`src/hdl/ssfe_pkg.sv`:
```
// shared types and constants of the spi slave frame exchanger
package ssfe_pkg;

    localparam int FRAME_BYTES = 8;
    localparam int STORE_DEPTH = 8;
    localparam int BYTE_W      = 8;
    localparam int IDX_W       = 3;
    localparam int COUNT_W     = 4;
    localparam int FRAME_W     = STORE_DEPTH * BYTE_W;
    localparam int OP_W        = 2;
    localparam int S_TDATA_W   = 80;
    localparam int M_TDATA_W   = BYTE_W + FRAME_W;

    typedef enum logic [OP_W-1:0] {
        OP_BYTE = 2'd0,
        OP_LOAD = 2'd1,
        OP_POLL = 2'd2
    } op_t;

    typedef struct packed {
        logic [BYTE_W-1:0]  tx_byte;
        logic               frame_ready;
        logic [FRAME_W-1:0] request_frame;
    } result_t;

endpackage

```
`src/hdl/ssfe_engine.sv`:
```
// request capture and response sequencing state with the per-item result logic
module ssfe_engine
(
    input  logic                            clk,
    input  logic                            rst_n,
    input  logic                            accept,
    input  logic [ssfe_pkg::OP_W-1:0]       operation,
    input  logic [ssfe_pkg::BYTE_W-1:0]     rx_byte,
    input  logic                            write_collision,
    input  logic [ssfe_pkg::FRAME_W-1:0]    response_frame,
    output ssfe_pkg::result_t               result
);
    import ssfe_pkg::*;

    localparam logic [COUNT_W-1:0] FULL_COUNT = COUNT_W'(FRAME_BYTES);

    logic [BYTE_W-1:0]  req_store_reg  [STORE_DEPTH];
    logic [BYTE_W-1:0]  req_store_next [STORE_DEPTH];
    logic [BYTE_W-1:0]  rsp_store_reg  [STORE_DEPTH];
    logic [BYTE_W-1:0]  rsp_store_next [STORE_DEPTH];
    logic [COUNT_W-1:0] req_count_reg, req_count_next;
    logic [COUNT_W-1:0] rsp_pos_reg, rsp_pos_next;
    logic               capturing_reg, capturing_next;

    logic               rsp_pending;
    logic               cap_now;
    logic [COUNT_W-1:0] pos_inc;
    logic [COUNT_W-1:0] count_inc;

    assign rsp_pending = (rsp_store_reg[0] != '0) && (rsp_pos_reg < FULL_COUNT);
    assign pos_inc     = rsp_pos_reg + 1'b1;
    assign count_inc   = req_count_reg + 1'b1;
    assign cap_now     = capturing_reg || (rx_byte != '0);

    always_comb
    begin
        req_store_next = req_store_reg;
        rsp_store_next = rsp_store_reg;
        req_count_next = req_count_reg;
        rsp_pos_next   = rsp_pos_reg;
        capturing_next = capturing_reg;
        result         = '0;
        case (op_t'(operation))
            OP_BYTE:
            begin
                if (rsp_pending)
                begin
                    result.tx_byte = rsp_store_reg[rsp_pos_reg[IDX_W-1:0]];
                    if (!write_collision)
                    begin
                        rsp_pos_next = pos_inc;
                        // last response byte sent: drop marker, restart both counters
                        if (pos_inc == FULL_COUNT)
                        begin
                            rsp_pos_next      = '0;
                            req_count_next    = '0;
                            rsp_store_next[0] = '0;
                        end
                    end
                end
                else
                begin
                    capturing_next = cap_now;
                    if (cap_now && (req_count_reg < FULL_COUNT))
                    begin
                        req_store_next[req_count_reg[IDX_W-1:0]] = rx_byte;
                        req_count_next = count_inc;
                    end
                    if (req_count_next == FULL_COUNT)
                    begin
                        capturing_next = 1'b0;
                    end
                end
            end
            OP_LOAD:
            begin
                for (int i = 0; i < STORE_DEPTH; i++)
                begin
                    if (i < FRAME_BYTES)
                    begin
                        rsp_store_next[i] = response_frame[i*BYTE_W +: BYTE_W];
                    end
                end
            end
            OP_POLL:
            begin
                if ((rsp_store_reg[0] == '0) && (req_count_reg == FULL_COUNT))
                begin
                    result.frame_ready = 1'b1;
                    for (int i = 0; i < STORE_DEPTH; i++)
                    begin
                        if (i < FRAME_BYTES)
                        begin
                            result.request_frame[i*BYTE_W +: BYTE_W] = req_store_reg[i];
                        end
                    end
                end
            end
            default:
            begin
                result = '0;
            end
        endcase
    end

    always_ff @(posedge clk or negedge rst_n)
    begin
        if (!rst_n)
        begin
            for (int i = 0; i < STORE_DEPTH; i++)
            begin
                req_store_reg[i] <= '0;
                rsp_store_reg[i] <= '0;
            end
            req_count_reg <= '0;
            rsp_pos_reg   <= '0;
            capturing_reg <= 1'b0;
        end
        else if (accept)
        begin
            req_store_reg <= req_store_next;
            rsp_store_reg <= rsp_store_next;
            req_count_reg <= req_count_next;
            rsp_pos_reg   <= rsp_pos_next;
            capturing_reg <= capturing_next;
        end
    end

endmodule

```
`src/hdl/ssfe_out_reg.sv`:
```
// result register with its valid flag toward the output stream
module ssfe_out_reg
(
    input  logic                clk,
    input  logic                rst_n,
    input  logic                load,
    input  ssfe_pkg::result_t   result,
    output logic                can_load,
    output logic                out_valid,
    input  logic                out_ready,
    output ssfe_pkg::result_t   out_result
);
    import ssfe_pkg::*;

    logic    valid_reg;
    result_t data_reg;

    assign can_load   = !valid_reg || out_ready;
    assign out_valid  = valid_reg;
    assign out_result = data_reg;

    always_ff @(posedge clk or negedge rst_n)
    begin
        if (!rst_n)
        begin
            valid_reg <= 1'b0;
        end
        else if (can_load)
        begin
            valid_reg <= load;
        end
    end

    always_ff @(posedge clk)
    begin
        if (load && can_load)
        begin
            data_reg <= result;
        end
    end

endmodule

```
`src/hdl/spi_slave_frame_exchanger_core.sv`:
```
// top level of the spi slave request/response frame exchanger
// Byte-level framer for an SPI slave. Each input transaction carries one operation:
// a byte exchanged on the bus (rx_byte plus the write collision flag), loading an
// 8-byte response frame, or a poll for a captured request. Every input transaction
// yields exactly one output transaction. While a response is pending (its first
// byte nonzero) each byte event returns the next response byte in tx_byte and
// advances unless a collision is flagged; after the last byte the response marker
// and both counters clear. Otherwise the block waits for a nonzero byte, captures
// the request bytes and returns 0. A poll reports the captured frame with
// frame_ready set when the request is full and no response is pending. The output
// transaction follows in the cycle after its input; the state update and the result
// are computed in one pass and land in a single result register, so a new input
// transaction is taken every cycle as long as the output side keeps draining.
module spi_slave_frame_exchanger_core
(
    input  logic                               clk,
    input  logic                               rst_n,
    // input stream
    input  logic                               s_tvalid,
    output logic                               s_tready,
    // rx_byte [7:0], write_collision [8], response_frame [72:9], zero fill [79:73]
    input  logic [ssfe_pkg::S_TDATA_W-1:0]     s_tdata,
    // operation [1:0]
    input  logic [ssfe_pkg::OP_W-1:0]          s_tuser,
    // output stream
    output logic                               m_tvalid,
    input  logic                               m_tready,
    // tx_byte [7:0], request_frame [71:8]
    output logic [ssfe_pkg::M_TDATA_W-1:0]     m_tdata,
    // frame_ready [0]
    output logic                               m_tuser
);
    import ssfe_pkg::*;

    logic    accept;
    result_t result;
    result_t out_result;

    // input transaction accepted whenever the result register is free or draining
    assign accept = s_tvalid && s_tready;

    ssfe_engine u_engine
    (
        .clk             (clk),
        .rst_n           (rst_n),
        .accept          (accept),
        .operation       (s_tuser),
        .rx_byte         (s_tdata[BYTE_W-1:0]),
        .write_collision (s_tdata[BYTE_W]),
        .response_frame  (s_tdata[BYTE_W+1 +: FRAME_W]),
        .result          (result)
    );

    ssfe_out_reg u_out_reg
    (
        .clk        (clk),
        .rst_n      (rst_n),
        .load       (accept),
        .result     (result),
        .can_load   (s_tready),
        .out_valid  (m_tvalid),
        .out_ready  (m_tready),
        .out_result (out_result)
    );

    // pack the output fields, tx_byte in the lowest bits
    assign m_tdata = {out_result.request_frame, out_result.tx_byte};
    assign m_tuser = out_result.frame_ready;

endmodule

```
`config.mk`:
```
export PLATFORM = sky130hd
export DESIGN_NAME = spi_slave_frame_exchanger_core
export DESIGN_NICKNAME = d
export VERILOG_FILES = /design/src/hdl/ssfe_pkg.sv /design/src/hdl/ssfe_engine.sv /design/src/hdl/ssfe_out_reg.sv /design/src/hdl/spi_slave_frame_exchanger_core.sv
export SDC_FILE = /design/constraint.sdc
export NUM_CORES = 1
export LEC_CHECK = 0
export BUFFER_PORTS_ARGS = -buffer_cell sky130_fd_sc_hd__clkbuf_2
export CORE_MARGIN = 10
export CORE_UTILIZATION = 60
export CTS_BUF_LIST = sky130_fd_sc_hd__clkbuf_16
export CTS_CLUSTER_DIAMETER = 60
export DETAILED_ROUTE_END_ITERATION = 16
export HOLD_SLACK_MARGIN = 0.03
export PLACE_DENSITY_LB_ADDON = 0.2
export SKIP_CTS_REPAIR_TIMING = 1
export SLEW_MARGIN = 20
export SYNTH_ARGS = -nofsm -noshare
export SYNTH_HDL_FRONTEND = slang
export SYNTH_SLANG_ARGS = --single-unit
```
`constraint.sdc`:
```
create_clock -name clk -period 7.8 [get_ports clk]
set_input_delay 1.56 -clock clk [delete_from_list [all_inputs] [get_ports clk]]
set_output_delay 1.56 -clock clk [all_outputs]
set_load 0.01 [all_outputs]
```
==> Word level (Yosys, flattened, before mapping) <==
Cells that the tools add are included.
{ "totals": {"ff_bits": 211, "inputBits": 86, "elab_cells": 85} }
{ "op_classes": {"add_sub_neg": 2, "magnitude_cmp": 5, "eq_ne": 10, "mux": 19, "bitwise_logic": 4, "n_reduce_logical": 22} }
{ "ops": {"columns": ["cell", "n"], "rows": [
  ["65-bit two-way mux", 1],
  ["64-bit bitwise mux", 1],
  ["8-bit two-way mux", 6],
  ["4-bit two-way mux", 7],
  ["8-bit binary-select mux with 3-bit select", 1],
  ["8-bit demux with 3-bit select", 1],
  ["8-bit one-hot mux with 2 select lines", 1],
  ["8-bit nonzero test", 2],
  ["4-bit equality test (second input constant)", 3],
  ["4-bit AND reduction", 3],
  ["4-bit by 1-bit adder with 4-bit output (second input constant)", 2],
  ["4-bit greater-or-equal comparator (second input constant)", 2],
  ["8-bit zero test", 1],
  ["4-bit < comparator (second input constant)", 2],
  ["3-bit inverter with 4-bit output", 2],
  ["1-bit logical AND", 6],
  ["2-bit inequality test (second input constant)", 3],
  ["2-bit AND reduction", 3],
  ["5-bit AND reduction", 1],
  ["4-bit by 1-bit < comparator with 1-bit output (second input constant)", 1],
  ["2-bit by 1-bit inequality test with 1-bit output (second input constant)", 2],
  ["3-bit AND reduction", 1],
  ["2-bit by 1-bit equality test with 1-bit output (second input constant)", 1],
  ["2-bit equality test (second input constant)", 1],
  ["6 further kinds", 8]
]} }

==> Logic depth before layout (Yosys ltp) <==
Gate-level depths: netlist of the first run.
{ "logic_depth": {"word_depth": 8, "mapped_depth": 7, "mapped_depth_nobuf": 6} }

==> Cells and area by module <==
Synthesis of the first run repeated with hierarchy kept, for this count alone.
{ "unflattened": {"hier_cells": 563, "hier_area_um2": 8836.0} }
{ "by_module_without_submodules": {"columns": ["module", "instances", "cells_each", "area_each_um2", "seq_area_each_um2"], "rows": [
  ["ssfe_engine", 1, 485, 6583.8, 3428.3],
  ["ssfe_out_reg", 1, 77, 2245.9, 2217.1],
  ["spi_slave_frame_exchanger_core", 1, 1, 6.3, 0.0]
]} }

==> Worst setup path after synthesis of the first run <==
No wires, ideal clock.
{ "synth_timing": {"kind": "input-to-reg", "from": "input m_tready", "to": "register u_engine.rsp_store_reg[0] (netlist name)", "t_arrival_ns": 4.643, "path_slack_ns": 3.029, "stages": 7, "cell_sequence": "nand2b_1 -> and2_1 -> nor2b_1 -> and2_1 -> buf_2 -> buf_2 -> mux2_1"} }
{ "synth_between": {"elab_chain_len": 3} }
{ "synth_lines": {"columns": ["element", "line_no", "source"], "rows": [
  ["start, declared", "spi_slave_frame_exchanger_core.sv:27", "input logic m_tready,"],
  ["1-bit logical OR", "ssfe_out_reg.sv:18", "assign can_load = !valid_reg || out_ready;"],
  ["1-bit logical AND", "spi_slave_frame_exchanger_core.sv:40", "assign accept = s_tvalid && s_tready;"],
  ["2-bit AND reduction (no source line)", null, null],
  ["end signal, assigned", "ssfe_engine.sv:122", "rsp_store_reg <= rsp_store_next;"],
  ["end, declared", "ssfe_engine.sv:19", "logic [BYTE_W-1:0] rsp_store_reg [STORE_DEPTH];"]
]} }
Every way passes these cells.
A chain may end at the register's enable or synchronous reset.

==> Worst setup path in the final report of the first run <==
{ "layout_timing": {"from": "input s_tdata[4] (netlist name)", "to": "register u_engine.req_store_reg[26] (netlist name)"} }
{ "layout_between": {"elab_chain_len": 4} }
{ "layout_lines": {"columns": ["element", "line_no", "source"], "rows": [
  ["start, declared", "spi_slave_frame_exchanger_core.sv:22", "input logic [ssfe_pkg::S_TDATA_W-1:0] s_tdata,"],
  ["8-bit nonzero test", "ssfe_engine.sv:33", "assign cap_now = capturing_reg || (rx_byte != '0);"],
  ["1-bit logical OR", "ssfe_engine.sv:33", null],
  ["1-bit logical AND", "ssfe_engine.sv:64", "if (cap_now && (req_count_reg < FULL_COUNT))"],
  ["4-bit AND reduction (no source line)", null, null],
  ["end signal, assigned", "ssfe_engine.sv:121", "req_store_reg <= req_store_next;"],
  ["end, declared", "ssfe_engine.sv:17", "logic [BYTE_W-1:0] req_store_reg [STORE_DEPTH];"]
]} }
Every way passes these cells.

==> results of run 1 <==
## Yosys cell counts (2+ instances only)
cell	count
dfrtp_1	138
mux2_1	103
edfxtp_1	73
and2_1	67
mux4_2	16
clkbuf_1	14
nor2_1	12
buf_2	10
mux2_2	10
a22o_1	9
mux2_4	8
mux2i_1	8
nand2_1	7
a21oi_1	3
ha_1	3
nand2b_1	3
nand4b_4	3
nor4_2	3
o21ai_1	3
and3_1	2
and4_1	2
inv_1	2
nor3_1	2
o31ai_1	2
or3_1	2
xnor2_1	2
## layout make-up
class	count	area [um^2]
flip-flops and latches	211	5647
well taps	180	225.2
multi-input cells	290	2869
inverters	3	11.26
fillers	902	3727
clock buffers	21	525.5
clock inverters	17	188.9
repair buffers	156	794.5
## cell usage in the layout, fill, tap and decap left out, drive strengths merged, types with 2 or more instances in the layout
cell and count:
inv 6, o31ai 2, nand4b 4, ha 3
and4 2, clkinv 9, nor4 3, bufinv 4
nor3b 2, mux2 121, nor2 12, mux2i 8
mux4 16, o21ai 4, clkbuf 173, edfxtp 73
a21boi 2, and2 67, and3 2, a21oi 3
buf 4, xnor2 2, or3 2, nand2 8
a22o 9, nand2b 3, nor3 2, dfrtp 138
## cells by family after synthesis
| logic type | after synthesis | share of synthesized area |
|---|---|---|
| DFF | 211 | 0.6536 |
| muxes | 145 | 0.2122 |
| and+or+nand+nor | 114 | 0.09025 |
| buffers and inverters | 29 | 0.01536 |
| AOI/OAI and AO/OA | 26 | 0.02217 |
| adders and majority gates | 3 | 0.004346 |
| xor gates and xnor gates | 2 | 0.002028 |
## path summary, 6_finish.rpt
kind,start,to,slack (ps)
min,u_engine.req_store_reg[16],u_engine.req_store_reg[16],480
max reg2reg,u_out_reg.out_valid,u_engine.rsp_store_reg[4],4930
min reg2reg,u_engine.req_store_reg[16],u_engine.req_store_reg[16],480
max in group asynchronous,rst_n,u_engine.req_store_reg[5],5440
max,s_tdata[4],u_engine.req_store_reg[26],4130
min in group asynchronous,rst_n,u_engine.rsp_store_reg[3],1060
## stage by stage
stage / hold slack (ps) / worst slack [ps]
global route: 493.4 / 3919
finish: 480.0 / 4128
global placement: 460.5 / 3571
CTS: 483.2 / 3909
detailed placement: 468.3 / 3458
floorplan: 448.9 / 3029
## metal layers
metal	wire [um]	GRT usage
met5	0	0
met4	429	0.05598
met3	1352	0.05815
met2	8729	0.3026
met1	7027	0.2072
## report_power, final
group          switching, mW  internal (mW)
logic                  0.163          0.224
clock network          0.412          0.626
registers              0.140           1.28
==> results.yml, run 1 <==
outcome:
  status: "complete, no violations"
clocking:
  cts_root_buf: "clkbuf_16"
  htree_levels: 1
  cts_sinks: 211
  clock_latency_ps: 500
  cts_buffers: 21
  clk_path_buf_depth: 3
  clk_pin_slew_ps: 60
  cts_tree: "built"
global_routing:
  first_global_vias: 5318
  grt_pass1_wl_mm: 28.32
  overflow: 0
  grt.total_usage: 0.1772
  grt_max_degree: 75
  antenna_found_initial: 0
drt:
  ant_nets: 0
  wl_mm: 17.54
  drcViolationCount: 0
  viasPerCell: 5.597
  routed-via-count: 4914
  wl_per_cell_um: 19.97
  drtIter0Drc: 241
  dr.pass1.iters: 4
placement:
  place.gp.congestion: 0.8016
  io_buffers: 153
  dpl.hpwl_mm: 11.83
  place_area_um2: 9540
  place_inst: 840
critical_path:
  cpPeakStageDelay_ps: 740
  cp_max_fo: 11
  reg2regPathDepth: 6
  crit_required_ps: 8170
  end_kind: "flop"
  path_cells: "clkbuf_2 -> nor4_2 -> a31oi_1 -> nor3b_4 -> and3_1 -> mux2_4"
  worst-path-buf-inv: 1
  cp_top_family: "simple AND/OR/NAND/NOR gates"
  cp_data_arrival_time_ps: 4040
  crit_type: "in -> reg"
  cp.depth: 6
  crit_path_start_kind: "primary input"
  critPathSlowestCell: "nor3b_4"
floorplan:
  die_width_um: 140.0
  placementRows: 43
  core_area_um2: 13990
  fp.dieArea_um2: 19590
  io_pins: 161
  die_h_um: 140.0
  start_util: 0.6174
synth:
  syn_area_per_cell_um2: 16.30
  syn-cell-area_um2: 8637
  seq_area_frac_synth: 0.6536
  synth-seq-cells: 211
  ys_async_sr_fraction: 0.6540
  synthDistinctLibCells: 49
  synth_edf_count: 73
  syn-num-nets: 619
  synth_top_area_cell: "dfrtp_1"
  yosys_warnings: 0
  synth_top_area_frac: 0.3998
  synthCells: 530
  synthTopCellsByArea: "dfrtp_1 (40%), edfxtp_1 (25%), mux2_1 (13%), and2_1 (4.9%), mux4_2 (4.2%)"
  synthFlopType: "dfrtp_1"
sta:
  setup_viol: 0
  rsz0062_at_grt: "no"
  fin_crit_ps: 3672
  hold_viol_final: 0
  fin_skew_ps: 12.80
  fmax_mhz: 272.3
  tightest_slew_ps: 984.4
  maxSlewViolCount: 0
  max_slew_margin: 0.3437
  finalCritPeriodShare: 0.4707
  tns_ps: 0
final_layout:
  layout-drive-gt1-share: 0.3395
  final_area_um2: 10260
  syn_to_final_growth_pct: 18.80
  antenna_cells: 0
  fin_util: 0.7335
  final_nets: 772
  largest_reg_flops: 73
  stdcell_count: 878
power_and_ir_drop:
  p_per_area_nw_per_um2: 277.7
  total_power_mw: 2.850
  irDropWorstVdd_v: 0.0002007
  p_leak_nw: 4.778
min_path:
  hold_path_class: "reg -> reg"
  holdPathStages: 1
run:
  drv_cap: 0
Power figures use the tool's default switching activity.
==> inputs of run 2 (changes only) <==
--- a/config.mk
+++ b/config.mk
@@ -7,7 +7,7 @@
 export LEC_CHECK = 0
 export BUFFER_PORTS_ARGS = -buffer_cell sky130_fd_sc_hd__clkbuf_2
 export CORE_MARGIN = 10
-export CORE_UTILIZATION = 60
+export CORE_UTILIZATION = 50
 export CTS_BUF_LIST = sky130_fd_sc_hd__clkbuf_16
 export CTS_CLUSTER_DIAMETER = 60
 export DETAILED_ROUTE_END_ITERATION = 16
==> constraint.sdc (replaced) <==
create_clock -name clk -period 3.1 [get_ports clk]
set_input_delay 0.62 -clock clk [delete_from_list [all_inputs] [get_ports clk]]
set_output_delay 0.62 -clock clk [all_outputs]
set_load 0.01 [all_outputs]
==> run 2 against run 1 <==
Compared with the run above:
- non-clock buffer count grew 6
- critical endpoint is now u_engine.req_store_reg[25]
- design area grew 0.93%
- highest routed layer unchanged
- largest cell class unchanged
- routed wire length grew 0.70%
- first-iteration DRC count is 1.7% lower
- die area is 17% higher
- sequential power up 140%
- global-route usage fell by 2.0 points
- via count shrank 2.1%
- core utilization decreased by 12 points
- total power grew 150%
- final cell count is 5.5% higher
==> results.yml, run 2 (same netlist as run 1, synthesis figures left out) <==
outcome:
  status: "complete, no violations"
critical_path:
  r2r-end: "u_engine.req_store_reg[25]"
  cp_max_fo: 11
  end_kind: "flop"
  crit_required_ps: 3480
  cp_data_arrival_time_ps: 2780
  r2r-start: "u_engine.rsp_store_reg[61]"
  crit_path_start_kind: "flop"
  crit_type: "reg -> reg"
  reg2regPathDepth: 6
  rrSetupSlack_ps: 710
floorplan:
  core_area_um2: 16760
  die_h_um: 151.4
  placementRows: 47
  fp.dieArea_um2: 22930
  io_pins: 161
  die_width_um: 151.4
  start_util: 0.5153
drt:
  dr.pass1.iters: 4
  viasPerCell: 5.193
  drcViolationCount: 0
  drtIter0Drc: 237
  wl_mm: 17.66
  routed-via-count: 4809
  wl_per_cell_um: 19.07
  ant_nets: 0
sta:
  max_slew_margin: 0.4030
  rsz0062_at_grt: "no"
  tns_ps: 0
  fmax_mhz: 418.0
  tightest_slew_ps: 895.4
  fin_skew_ps: 12.36
  hold_viol_final: 0
  finalCritPeriodShare: 0.7717
  fin_crit_ps: 2392
  maxSlewViolCount: 0
  fin_ws_ps: 707.7
  setup_viol: 0
final_layout:
  fin_util: 0.6179
  fill_cells: 1314
  largest_reg_flops: 73
  syn_to_final_growth_pct: 19.90
  layout-drive-gt1-share: 0.3414
  final_common_cell: "clkbuf_2"
  antenna_cells: 0
  layout_common_cells: "clkbuf_2 (152), dfrtp_1 (138), mux2_1 (103)"
  final_nets: 779
  final_area_um2: 10360
global_routing:
  grt_pass1_wl_mm: 28.43
  grt_max_degree: 74
  overflow: 0
  first_global_vias: 5237
  grt.total_usage: 0.1573
  antenna_found_initial: 0
clocking:
  clk_path_buf_depth: 3
  clk_pin_slew_ps: 60
  cts_buffers: 22
  htree_levels: 1
  cts_sinks: 211
  cts_root_buf: "clkbuf_16"
  clock_latency_ps: 500
  cts_tree: "built"
placement:
  place.gp.congestion: 0.7784
  pre_cts_slack_ps: 314.7
  io_buffers: 153
  place_area_um2: 9661
  dpl.hpwl_mm: 12.39
power_and_ir_drop:
  p_per_area_nw_per_um2: 681.8
  p_leak_nw: 4.825
  irDropWorstVdd_v: 0.0004407
min_path:
  hold_path_class: "in -> async"
run:
  drv_cap: 0
==> run 2: worst max path at each step <==
stage | endpoint | depth (start not counted) | startpoint
4_1_cts | u_engine.req_store_reg[25] | 6 | u_engine.rsp_store_reg[61]
3_5_place_dp | u_engine.req_store_reg[25] | 7 | s_tdata[1]
6_report | u_engine.req_store_reg[25] | 6 | u_engine.rsp_store_reg[61]
3_3_place_gp | u_engine.req_store_reg[29] | 7 | s_tdata[1]
2_1_floorplan | u_engine.rsp_store_reg[0] | 7 | m_tready
5_1_grt | u_engine.req_store_reg[24] | 6 | u_engine.rsp_store_reg[61]
==> run 2: routing by layer <==
layer  vias up  track usage  part of all wire
met3        13      0.05459             0.088
met1      2401       0.1876              0.40
li1       2265            -                 -
met2       130       0.2712              0.50
met4         0      0.02984             0.012
met5         -            0                 0
==> run 2: stage by stage <==
stage | hold WS (ps) | power (mW) | instances
floorplan | 324.4 | 4.239 | 530
global placement | 462.0 | 4.604 | 886
detailed placement | 467.4 | 4.657 | 886
CTS | 60.00 | 7.165 | 926
global route | 72.15 | 7.420 | 926
finish | 57.45 | 7.061 | 926
==> run 2: worst max-delay path, stage by stage, from the launching register on <==
cell	delay, ps
dfrtp_1	410
nor4_2	400
a21oi_1	170
nor3b_2	180
buf_4	250
and3_1	530
mux2_4	350
==> run 2: cell type report <==
class                   instances  area (um^2)  area share
clock buffers                  22        550.5     0.05316
repair buffers                162        864.6     0.08348
inverters                       3        11.26    0.001087
clock inverters                18        145.1     0.01401
multi-input cells             290         2864      0.2765
well taps                     220        275.3     0.02658
flip-flops and latches        211         5645      0.5451
==> run 2: power breakdown <==
| part | total [mW] | switching [mW] | internal (mW) |
|---|---|---|---|
| registers | 3.46 | 0.228 | 3.23 |
| logic | 1.11 | 0.533 | 0.580 |
| clock network | 2.49 | 1.03 | 1.46 |
| total | 7.06 | 1.79 | 5.28 |
==> inputs of run 3 (changes only) <==
--- a/config.mk
+++ b/config.mk
@@ -5,6 +5,7 @@
 export SDC_FILE = /design/constraint.sdc
 export NUM_CORES = 1
 export LEC_CHECK = 0
+export ABC_AREA = 1
 export BUFFER_PORTS_ARGS = -buffer_cell sky130_fd_sc_hd__clkbuf_2
 export CORE_MARGIN = 10
 export CORE_UTILIZATION = 50
==> constraint.sdc (replaced) <==
create_clock -name clk -period 2.2 [get_ports clk]
set_input_delay 0.44 -clock clk [delete_from_list [all_inputs] [get_ports clk]]
set_output_delay 0.44 -clock clk [all_outputs]
set_load 0.01 [all_outputs]
==> run 3 against run 2 <==
Compared with the run above:
- critical path type unchanged
- final cell count grew 43%
- largest power group unchanged
- sequential share of layout area is 1.8 points lower
- design area rose by 3.5%
- non-clock buffer count is 7 higher
- clock-buffer cell count rose by 1
- critical endpoint is now u_out_reg.out_result[2]
- total power up 60%
- area after synthesis rose by 3.2%
- highest routed layer unchanged
==> results.yml, run 3 <==
sta:
  max_slew_margin: 0.6712
  fmax_mhz: 544.6
  tightest_slew_ps: 493.2
  rsz0062_at_grt: "no"
  setup_viol: 0
  finalCritPeriodShare: 0.8346
  fin_skew_ps: 11.96
  fin_crit_ps: 1836
  maxSlewViolCount: 0
  hold_viol_final: 0
critical_path:
  cp_data_arrival_time_ps: 2180
  end_kind: "flop"
  reg2regPathDepth: 7
  crit_path_start_kind: "flop"
  cp_top_family: "simple AND/OR/NAND/NOR gates"
  cp_max_fo: 46
  cpPeakStageDelay_ps: 470
  r2r-start: "u_engine.req_count_reg[0]"
  worst-path-buf-inv: 3
  crit_required_ps: 2540
  path_cells: "inv_1 -> ha_1 -> nand3_1 -> nor4_2 -> inv_2 -> buf_12 -> nor2_1"
  crit_type: "reg -> reg"
  critPathSlowestCell: "dfrtp_1"
  rrSetupSlack_ps: 360
  r2r-end: "u_out_reg.out_result[2]"
clocking:
  clock_latency_ps: 490
  cts_sinks: 211
  cts_tree: "built"
  htree_levels: 1
  cts_root_buf: "clkbuf_16"
  cts_buffers: 22
  clk_pin_slew_ps: 60
  clk_path_buf_depth: 3
floorplan:
  io_pins: 161
  placementRows: 48
  die_width_um: 153.5
  core_area_um2: 17360
  die_h_um: 153.5
  start_util: 0.5134
  fp.dieArea_um2: 23560
drt:
  viasPerCell: 4.885
  ant_nets: 0
  wl_per_cell_um: 15.25
  drcViolationCount: 0
  wl_mm: 20.14
  routed-via-count: 6453
  drtIter0Drc: 358
  dr.pass1.iters: 4
synth:
  synth-seq-cells: 211
  syn-num-nets: 1012
  synth.most_common_cell: "nand2_1"
  syn_area_per_cell_um2: 9.654
  synth_edf_count: 73
  syn-cell-area_um2: 8911
  yosys_warnings: 0
  ys_async_sr_fraction: 0.6540
  synthDistinctLibCells: 27
  synth_top_area_cell: "dfrtp_1"
  synthTopCellsByArea: "dfrtp_1 (39%), edfxtp_1 (25%), nand2_1 (12%), nor2_1 (4.5%), inv_1 (4.0%)"
  synthFlopType: "dfrtp_1"
  seq_area_frac_synth: 0.6335
  synthCells: 923
  synth_top_area_frac: 0.3875
  synthTopCellsByCount: "nand2_1 (275), dfrtp_1 (138), nor2_1 (107)"
final_layout:
  fill_cells: 1468
  final_common_cell: "nand2_1"
  largest_reg_flops: 73
  layout-drive-gt1-share: 0.2274
  final_nets: 1168
  final_area_um2: 10720
  syn_to_final_growth_pct: 20.26
  layout_common_cells: "nand2_1 (272), clkbuf_2 (152), dfrtp_1 (137)"
placement:
  place.gp.congestion: 0.8137
  place_area_um2: 9976
  io_buffers: 153
  dpl.hpwl_mm: 13.77
power_and_ir_drop:
  total_power_mw: 11.32
  p_per_area_nw_per_um2: 1057
  p_leak_nw: 4.894
  irDropWorstVdd_v: 0.0006875
min_path:
  hold_path_class: "in -> reg"
  holdPathEnd: "u_engine.rsp_store_reg[48]"
  holdPathStages: 3
  worstHoldStart: "s_tdata[17]"
global_routing:
  grt.total_usage: 0.1661
  antenna_found_initial: 1
  grt_pass1_wl_mm: 32.79
  grt_max_degree: 73
  overflow: 0
  first_global_vias: 6472
run:
  drv_cap: 0
outcome:
  status: "complete, no violations"
-- run 3: changes by cell type after synthesis, sizes merged, moves of 8 or more --
| cell | delta |
|---|---|
| and2 | -67 |
| nor2 | +99 |
| mux2 | -121 |
| nand2 | +268 |
| mux4 | -16 |
| buf | +11 |
| o21ai | +126 |
| a22o | -9 |
| nand3 | +14 |
| mux2i | -8 |
| a21oi | +18 |
| inv | +102 |
-- run 3: how the worst max path moves through the flow --
stage / start / to / slack, ps / depth (start not counted)
global placement: s_tdata[6] / u_engine.req_store_reg[52] / 400 / 8
floorplan: m_tready / u_engine.rsp_store_reg[0] / -210 / 9
global route: u_engine.req_count_reg[0] / u_out_reg.out_result[26] / 190 / 7
finish: u_engine.req_count_reg[0] / u_out_reg.out_result[2] / 360 / 7
detailed placement: u_engine.req_count_reg[0] / u_out_reg.out_result[26] / 370 / 7
CTS: u_engine.req_count_reg[0] / u_out_reg.out_result[26] / 360 / 7
-- run 3: layout make-up --
type / instances / area [um^2] / area share
antenna: 1 / 2.502 / 0.0002335
clock buffer: 23 / 575.6 / 0.05371
clock inverter: 17 / 152.6 / 0.01424
inverter: 106 / 422.9 / 0.03946
multi-input combinational: 569 / 2690 / 0.2510
sequential: 211 / 5647 / 0.5269
tap: 225 / 281.5 / 0.02627
timing repair buffer: 169 / 944.7 / 0.08815
-- run 3: stage by stage --
stage | util | hold WS [ps] | TNS (ps) | std cells | worst slack, ps
floorplan | - | 144.4 | -12750 | 923 | -205.0
CTS | 0.6167 | -179.6 | 0 | 1319 | 355.2
global route | 0.6173 | 122.9 | 0 | 1320 | 188.1
finish | 0.6174 | 138.6 | 0 | 1321 | 363.9
global placement | 0.5748 | 347.0 | 0 | 1279 | 401.7
detailed placement | 0.5748 | 345.0 | 0 | 1279 | 371.8
-- run 3: logic make-up after synthesis --
logic type,count (synthesis),synth area share
AO/OA/AOI/OAI,158,0.09674
XOR/XNOR,2,0.001966
adder cells (fa/ha/maj),3,0.004213
buffers and inverters,143,0.06908
flip-flops,211,0.6335
AND/OR/NAND/NOR,406,0.1945
-- run 3: power by group --
group	total [mW]	switching [mW]	leakage [nW]	internal (mW)
clock network	3.73	1.49	0.366	2.24
logic	2.48	1.58	2.00	0.903
registers	5.11	0.380	2.53	4.73
total	11.3	3.45	4.89	7.87
-- run 3: per-layer routing --
metal / GRT usage / vias to the layer above / share of wire
met3: 0.04100 / 22 / 0.064
met1: 0.2156 / 3005 / 0.45
met2: 0.2738 / 166 / 0.47
met4: 0.04049 / 0 / 0.015
li1: - / 3260 / -
met5: 0 / - / 0
-- run 3: worst reg2reg max path, stage by stage, from the launching register on --
cell and delay, ps:
dfrtp_1 470, inv_1 110, ha_1 150, nand3_1 110, nor4_2 320, inv_2 170
buf_12 210, nor2_1 140
